<file path="src/rtl/rdtd_pkg.sv">
// Shared types and constants of the tile decoder.
package rdtd_pkg;

    typedef enum logic [1:0] {
        CMD_DICT_WRITE = 2'd0,
        CMD_START      = 2'd1,
        CMD_SOURCE     = 2'd2,
        CMD_UNUSED     = 2'd3
    } rdtd_cmd_t;

    localparam int RUN_FLAG_BIT  = 6;
    localparam int DICT_FLAG_BIT = 7;
    localparam logic [7:0] LOW6_MASK = 8'h3f;

    typedef struct packed {
        logic       is_start;
        logic       is_dict;
        logic [7:0] src_byte;
    } rdtd_item_t;

endpackage

</file>
<file path="src/rtl/rdtd_dict_mem.sv">
// Dictionary memory with one write port and one registered read port.
module rdtd_dict_mem import rdtd_pkg::*; #(
    parameter int DEPTH = 128
) (
    input  logic                     aclk,
    input  logic                     wr_en,
    input  logic [$clog2(DEPTH)-1:0] wr_addr,
    input  logic [15:0]              wr_data,
    input  logic                     rd_en,
    input  logic [$clog2(DEPTH)-1:0] rd_addr,
    output logic [15:0]              rd_data
);

    logic [15:0] mem [DEPTH];
    logic [15:0] rd_data_reg;

    always_ff @(posedge aclk) begin
        if (wr_en) begin
            mem[wr_addr] <= wr_data;
        end
        if (rd_en) begin
            rd_data_reg <= mem[rd_addr];
        end
    end

    assign rd_data = rd_data_reg;

endmodule

</file>
<file path="src/rtl/rdtd_expand.sv">
// Record state, byte expansion and output register of the tile decoder.
module rdtd_expand import rdtd_pkg::*; #(
    parameter int LENGTH_BITS = 16
) (
    input  logic                   aclk,
    input  logic                   aresetn,
    input  logic                   load,
    input  rdtd_item_t             load_item,
    input  logic [LENGTH_BITS-1:0] load_length,
    input  logic [15:0]            pair,
    output logic                   in_ready,
    output logic                   m_valid,
    input  logic                   m_ready,
    output logic [7:0]             m_pixel,
    output logic [6:0]             m_run_length,
    output logic                   m_record_done
);

    logic                   busy_reg;
    logic                   phase_reg;
    rdtd_item_t             item_reg;
    logic [LENGTH_BITS-1:0] length_reg;
    logic [LENGTH_BITS-1:0] remaining_reg;
    logic [LENGTH_BITS-1:0] remaining_next;
    logic [7:0]             last_lit_reg;
    logic [7:0]             last_lit_next;
    logic                   valid_reg;
    logic [7:0]             pixel_reg;
    logic [6:0]             count_reg;
    logic                   done_reg;

    logic [7:0]             cur_byte;
    logic                   is_run;
    logic [6:0]             count_raw;
    logic [6:0]             count;
    logic [7:0]             value;
    logic                   step;
    logic                   emit;
    logic                   finish;

    always_comb begin
        if (item_reg.is_dict) begin
            cur_byte = phase_reg ? pair[7:0] : pair[15:8];
        end else begin
            cur_byte = item_reg.src_byte;
        end
        is_run    = cur_byte[RUN_FLAG_BIT];
        count_raw = {1'b0, cur_byte[5:0]} + 7'd1;
        if (is_run) begin
            if (LENGTH_BITS'(count_raw) > remaining_reg) begin
                count = remaining_reg[6:0];
            end else begin
                count = count_raw;
            end
            value         = last_lit_reg & LOW6_MASK;
            last_lit_next = last_lit_reg;
        end else begin
            count         = 7'd1;
            value         = cur_byte;
            last_lit_next = cur_byte;
        end
        remaining_next = remaining_reg - LENGTH_BITS'(count);
    end

    assign step   = busy_reg && (!valid_reg || m_ready);
    assign emit   = step && !item_reg.is_start && (remaining_reg != '0);
    assign finish = step && (item_reg.is_start || (remaining_reg == '0) ||
                             !item_reg.is_dict || phase_reg || (remaining_next == '0));
    assign in_ready = !busy_reg || finish;

    always_ff @(posedge aclk) begin
        if (!aresetn) begin
            busy_reg      <= 1'b0;
            phase_reg     <= 1'b0;
            remaining_reg <= '0;
            last_lit_reg  <= '0;
            valid_reg     <= 1'b0;
        end else begin
            if (load) begin
                busy_reg  <= 1'b1;
                phase_reg <= 1'b0;
            end else if (finish) begin
                busy_reg <= 1'b0;
            end else if (step) begin
                phase_reg <= 1'b1;
            end

            if (step && item_reg.is_start) begin
                remaining_reg <= length_reg;
                last_lit_reg  <= '0;
            end else if (emit) begin
                remaining_reg <= remaining_next;
                last_lit_reg  <= last_lit_next;
            end

            if (emit) begin
                valid_reg <= 1'b1;
            end else if (m_ready) begin
                valid_reg <= 1'b0;
            end
        end
    end

    always_ff @(posedge aclk) begin
        if (load) begin
            item_reg   <= load_item;
            length_reg <= load_length;
        end
        if (emit) begin
            pixel_reg <= value;
            count_reg <= count;
            done_reg  <= (remaining_next == '0);
        end
    end

    assign m_valid       = valid_reg;
    assign m_pixel       = pixel_reg;
    assign m_run_length  = count_reg;
    assign m_record_done = done_reg;

endmodule

</file>
<file path="src/rtl/rle_dictionary_tile_decoder_core.sv">
// Top level of the run-length and dictionary tile decoder.
//
// The input channel carries commands: a dictionary write stores a byte pair
// in the 128-entry dictionary, a record start sets the record length, and a
// source byte is decoded into up to two result beats. Each result beat
// carries a pixel value, a run length of 1 to 64 and a record done flag.
// A dictionary code reads the dictionary memory when it is accepted; the
// registered pair is ready once the code is in the expansion stage, which
// then produces the results into an output register. The first result of
// a byte passes through the item register of the expansion stage and then
// the output register. A dictionary code emits up to two results, one after
// the other, from the one expansion stage. Dictionary writes give no result.
// Reset clears the record state and the last literal; the dictionary holds
// no defined data until written. When the receiver stalls, the output
// register holds its beat, the expansion stage waits, and the input channel
// stops taking beats once that stage is full.
module rle_dictionary_tile_decoder_core import rdtd_pkg::*; #(
    parameter int DICT_ENTRIES = 128,
    parameter int LENGTH_BITS  = 16
) (
    input  logic        aclk,
    input  logic        aresetn,
    input  logic        s_valid,
    output logic        s_ready,
    input  logic [1:0]  s_command,
    input  logic [6:0]  s_dict_index,
    input  logic [15:0] s_dict_pair,
    input  logic [15:0] s_record_length,
    input  logic [7:0]  s_source_byte,
    output logic        m_valid,
    input  logic        m_ready,
    output logic [7:0]  m_pixel,
    output logic [6:0]  m_run_length,
    output logic        m_record_done
);

    localparam int DICT_AW = $clog2(DICT_ENTRIES);

    logic       accept;
    rdtd_cmd_t  cmd;
    logic       load;
    rdtd_item_t item;
    logic [15:0] pair;

    assign accept = s_valid && s_ready;
    assign cmd    = rdtd_cmd_t'(s_command);
    assign load   = accept && ((cmd == CMD_START) || (cmd == CMD_SOURCE));

    assign item.is_start = (cmd == CMD_START);
    assign item.is_dict  = s_source_byte[DICT_FLAG_BIT];
    assign item.src_byte = s_source_byte;

    rdtd_dict_mem #(
        .DEPTH(DICT_ENTRIES)
    ) u_dict_mem (
        .aclk    (aclk),
        .wr_en   (accept && (cmd == CMD_DICT_WRITE)),
        .wr_addr (s_dict_index[DICT_AW-1:0]),
        .wr_data (s_dict_pair),
        .rd_en   (accept && (cmd == CMD_SOURCE) && s_source_byte[DICT_FLAG_BIT]),
        .rd_addr (s_source_byte[DICT_AW-1:0]),
        .rd_data (pair)
    );

    rdtd_expand #(
        .LENGTH_BITS(LENGTH_BITS)
    ) u_expand (
        .aclk          (aclk),
        .aresetn       (aresetn),
        .load          (load),
        .load_item     (item),
        .load_length   (LENGTH_BITS'(s_record_length)),
        .pair          (pair),
        .in_ready      (s_ready),
        .m_valid       (m_valid),
        .m_ready       (m_ready),
        .m_pixel       (m_pixel),
        .m_run_length  (m_run_length),
        .m_record_done (m_record_done)
    );

endmodule

</file>
<file path="config.mk">
export PLATFORM = sky130hd
export DESIGN_NAME = rle_dictionary_tile_decoder_core
export DESIGN_NICKNAME = d
export VERILOG_FILES = /design/src/rtl/rdtd_pkg.sv /design/src/rtl/rdtd_dict_mem.sv /design/src/rtl/rdtd_expand.sv /design/src/rtl/rle_dictionary_tile_decoder_core.sv
export SDC_FILE = /design/constraint.sdc
export NUM_CORES = 2
export LEC_CHECK = 0
export ABC_AREA = 1
export CAP_MARGIN = 30
export CELL_PAD_IN_SITES_DETAIL_PLACEMENT = 2
export CELL_PAD_IN_SITES_GLOBAL_PLACEMENT = 2
export CORE_ASPECT_RATIO = 1.75
export CORE_UTILIZATION = 41
export DETAILED_ROUTE_END_ITERATION = 12
export DONT_BUFFER_PORTS = 1
export HOLD_SLACK_MARGIN = 0.05
export MAX_ROUTING_LAYER = met4
export PLACE_DENSITY_LB_ADDON = 0.05
export RECOVER_POWER = 50
export SYNTH_ARGS = -nofsm -noshare
export SYNTH_HDL_FRONTEND = slang
export SYNTH_SLANG_ARGS = --single-unit
</file>
<file path="constraint.sdc">
create_clock -name aclk -period 5.75 [get_ports aclk]
set_input_delay 0.8625 -clock aclk [delete_from_list [all_inputs] [get_ports aclk]]
set_output_delay 0.8625 -clock aclk [all_outputs]
set_load 0.01 [all_outputs]
</file>
-- Word-level counts from Yosys, hierarchy flattened
Memory sizes are Yosys's and may differ from the RTL's. A register that Yosys moved wholly into a read port is not among the register bits.
Index checks and enable logic that the tools add are counted.
- flip-flop bits (word level): 67
- latch bits: 0
- RAM bits: 2048
- bits in read-only memories: 0
- bits of input ports: 53
- output and inout port bits: 18
- logic and storage cells: 67
- memories: 1
- memory list (memory ; words ; bits a word ; rd ports ; clocked after memory_dff ; wr ports ; RTL line ; RTL):
    u_dict_mem.mem ; 128 ; 16 ; 1 ; 1 ; 1 ; rdtd_dict_mem.sv:14 ; logic [15:0] mem [DEPTH];
- add/sub/neg operators: 2
- multiply operators: 0
- divide/modulo/power cells: 0
- $lt $le $gt $ge: 1
- equal/unequal tests: 2
- shifts and indexed selects: 0
- muxes and demuxes: 13
- bitwise gates (word level): 3
- reduce and logical (&&, ||, !) cells: 32
- operators with widths (kind ; number):
    logical NOT 16 bit ; 2
    two-way mux 16 bit ; 2
    > comparator 7 x 16 -> 1 bit ; 1
    two-way mux 8 bit ; 2
    nonzero test 16 bit ; 1
    subtractor 16 x 7 -> 16 bit ; 1
    two-way mux 7 bit ; 2
    logical AND 1 bit ; 10
    adder 6 x 1 -> 7 bit (second input constant) ; 1
    logical OR 1 bit ; 7
    two-way mux 1 bit ; 6
    two-way mux 6 bit ; 1
    nonzero test 2 bit ; 3
    logical NOT 1 bit ; 4
    AND reduction 2 bit ; 2
    OR reduction 2 bit ; 2
    NOT 1 bit ; 3
    equality test 2 x 1 -> 1 bit (second input constant) ; 1
    equality test 2 bit (second input constant) ; 1
    logical NOT 2 bit ; 1

-- Depth between registers and ports, before layout
- depth in word-level cells: 15
- mapped depth: 43
- gate-level depth less buffers: 39

-- Cells and area by module
A second synthesis with hierarchy kept.
- cell total of the unflattened synthesis: 7290
- area, all modules: 87017.2 um2
- modules (own cells, without submodules) (module ; instances ; cells each ; area each (um2) ; sequential area each (um2)):
    rdtd_dict_mem ; 1 ; 6793 ; 82988.3 ; 61979.4
    rdtd_expand ; 1 ; 485 ; 3952.5 ; 1731.7
    rle_dictionary_tile_decoder_core ; 1 ; 12 ; 76.3 ; 0.0

-- Worst setup path after synthesis
No wires, ideal clock.
- path kind: register to register
- start point: reg u_expand.item_reg[7] (netlist name)
- end point: mem u_dict_mem.mem[101][0], enable pin
- setup time: 389 ps
- arrival time: 5583 ps
- data required time: 5361 ps
- setup slack: -221 ps
- cell stages (with the launch flop): 32
- buffers on the path: 4
- clock period less this slack: 5971 ps
- cell sequence: edfxtp_1 > clkbuf_1 > a31oi_1 > nand3_1 > nor3b_1 > xor2_1 > inv_1 > ha_1 > nand2_1 > nor2_1 > nand4_1 > and3_1 > inv_1 > clkbuf_1 > o21ai_0 > nor2_1 > inv_1 > fa_1 > or2_2 > nor2_1 > nand3_1 > nor2_1 > nand3_1 > nor2_1 > nand2_1 > nand2_1 > nand2_1 > nand2_2 > buf_12 > nand4_4 > buf_6 > nor2_1
- RTL lines (item ; RTL line):
    end: declaration ; rdtd_dict_mem.sv:14

==> metrics <==
Critical Path AT=5.46 ns; total power=34400 uW; critical path type=flip-flop to output pin; initial antenna violation count=13; Yosys reg bits=about 2100; smallest hold slack=0.0845 ns; root buffer cell=clkbuf_16; Final ANT Viol Nets=0; via count=58400; Fin. Hold Viols=0; later-pin clock latency in the skew report=0.90 ns; CTS tree=built; Final Cycle Share=110%; CTS max path bufs=4; unrepaired setup endpoints after global routing=yes; setup TNS=-481.89 ns; post-synthesis sequential area ratio=75.0%; CP max stage delay=0.44 ns; number of enable flip-flop cells after synthesis=2104; total congestion overflow=0; Die H=604 um; wire per inst=35.1 um; setup ws final=-0.576 ns; DR top layer=met4; mapped cell area=84900 um2; slew margin rel.=3.55%; Largest register FFs=about 2000; top_reg_cell synth=edfxtp_1; WL final=341 mm; Crit-path slowest cell=edfxtp_1; final cell count without fillers=approximately 9700; WL met2=between 150 and 200 mm; largest net degree at the start of global routing=~1000; GRT Total Usage=about a third; Crit path top cell by count=nand2_2; H-tree depth=4; CTS sink cnt=around 2100; I/O pin count=71; hpwl dp=between 150 and 200 mm; asr flop ratio synth=0%; YS warnings=0; die width=around 350 um; startpoint types=flip-flop; status=finished with violations; clock skew=~0.032 ns; Met3 Routed Length=15.1 mm; Die Area=between 200000 and 250000 um2; Leak=between 0.03 and 0.04 uW; VDD IR max=approximately 0.00024 V; placed cells=between 9000 and 10000; Core Region=206000 um2; Synth Net Count=approximately 6800; Top reg by flops=u_dict_mem.mem; P&R area growth vs syn=16.1%; largest cells by area after synthesis=edfxtp_1, o21ai_0, nor2_1, o22ai_1, nand2_1; Initial DRC Count=roughly 5700; Cell Pwr Density=between 300 and 400 nW/um2; met1 WL=between 100 and 150 mm; Layout Nets=between 6000 and 7000; critical path required time=approximately 5 ns; Highest Clock Rate=approximately 160 MHz; Num CTS Buffers=206; maxcap violations=0; share of cells above drive strength 1=about an eighth; vias in the first global route=62800; first-pass GRT wire length=~470 mm; Vias per Instance=between 6 and 7; clock transition at the registers of the reported paths=roughly 0.06 ns; fin crit period=approximately 6.3 ns; GP Congestion=0.907; failing checks=negative setup slack; Setup Viol. Count Final=approximately 2000; Crit. End Element=output pin; DRC Markers=0; Avg Cell Area, Syn=about 13 um2; Detailed Routing Iterations Pass 1=6; Port Buffer Count=0; CP Max Fanout=8; cell count after synthesis=slightly below 7000; Worst-Margin Slew=1.45 ns; Cell Rows=between 200 and 250; most frequent cells after synthesis=edfxtp_1, nor2_1, o21ai_0; cell taking the most area after synthesis=edfxtp_1; initial core utilization=between 40% and 50%; Hold Path Class=primary input to flip-flop; fin. max-slew vios=0; most common cell in the netlist=edfxtp_1; share of the synthesized area in the top cell type=between 70 and 80%; post-synth cell types=43
## path summary, 6_finish.rpt
check                            from                        to  slack (ns)  depth (start not counted)
max              u_expand.item_reg[7]                   s_ready       -0.58                         32
min reg2reg  u_expand.last_lit_reg[0]  u_expand.last_lit_reg[0]        0.47                          2
max reg2reg      u_expand.item_reg[7]     u_dict_mem.mem[28][0]       -0.39                         38
min                   s_dict_pair[10]    u_dict_mem.mem[94][10]        0.08                          0
## metrics by stage
stage                     setup WS (ns)  area [um2]  util, %
after global routing             -0.945       98600     47.9
after global placement           -0.515       89900     43.7
final                            -0.576       98600     47.9
after detailed placement         -0.707       89900     43.7
after floorplan                  -0.221       84900        -
after CTS                        -0.732       97500     47.4
## layout by cell type, fill, tap and decap left out, types with 10 or more instances in the layout
cell / n
buf_6: 38
buf_12: 85
clkbuf_16: 218
nand3_1: 357
edfxtp_1: 2104
clkinv_1: 29
bufinv_16: 35
a21oi_1: 26
nor2_4: 31
nor3_1: 17
nand2_2: 29
nor2_2: 21
dfxtp_1: 24
a211oi_1: 10
dlygate4sd3_1: 28
buf_4: 255
a31oi_1: 15
nand2_1: 554
inv_1: 82
inv_2: 12
clkbuf_1: 39
clkinv_2: 42
o22ai_1: 540
o21ai_0: 1114
nor2_1: 1214
## cells by family (layout without fill, tap and decap cells)
logic type	count (synthesis)	after routing	share of synthesized area, %
buf+inv	571	893	2.72
other cells	1	2	0.00442
fa+ha+maj	19	19	0.289
flops	2129	2129	75.0
xor+xnor	3	3	0.0309
compound gates	1734	1734	11.2
simple gates	2265	2265	10.8
## area by class of cell
| type | count | area, um2 |
|---|---|---|
| clock inverter | 117 | 1480 |
| tap | 2664 | 3330 |
| antenna | 1 | 2.50 |
| fill | 19800 | 107000 |
| clock buffer | 251 | 5440 |
| inverter | 101 | 412 |
| timing repair buffer | 424 | 4710 |
| sequential | 2129 | 63700 |
| multi-input combinational | 4022 | 19500 |
## power by group
part | leakage, uW | total [uW] | switching, uW | internal [uW]
logic | 0.00967 | 2890 | 1900 | 986
registers | 0.0191 | 17100 | 34.1 | 17100
clock network | 0.00338 | 14400 | 6120 | 8280
## repair_timing
item | CTS | global route
endpoints found under the setup margin | 2091 | 2091
hold buffers | 27 | 1
pin swaps | 34 | 38
gates resized for setup | 67 | 165
gates cloned | 1 | 18
endpoints found under the hold margin | 57 | 2
buffers inserted | 14 | 17
## metal layers
| layer | up-vias | global-route usage, % |
|---|---|---|
| li1 | 25100 | - |
| met1 | 30900 | 36.1 |
| met2 | 1778 | 58.6 |
| met3 | 671 | 3.87 |
| met4 | 0 | 17.0 |
| met5 | - | - |
## critical path, delay by kind of cell, from the launching register on
family / cells / cell delay [ns]
AND/OR/NAND/NOR: 16 / 1.72
AO/OA/AOI/OAI: 7 / 1.11
adder cells (fa/ha/maj): 3 / 0.82
buffers and inverters: 6 / 0.50
flip-flops: 1 / 0.44
No activity file was read; power rests on OpenSTA's default activity.
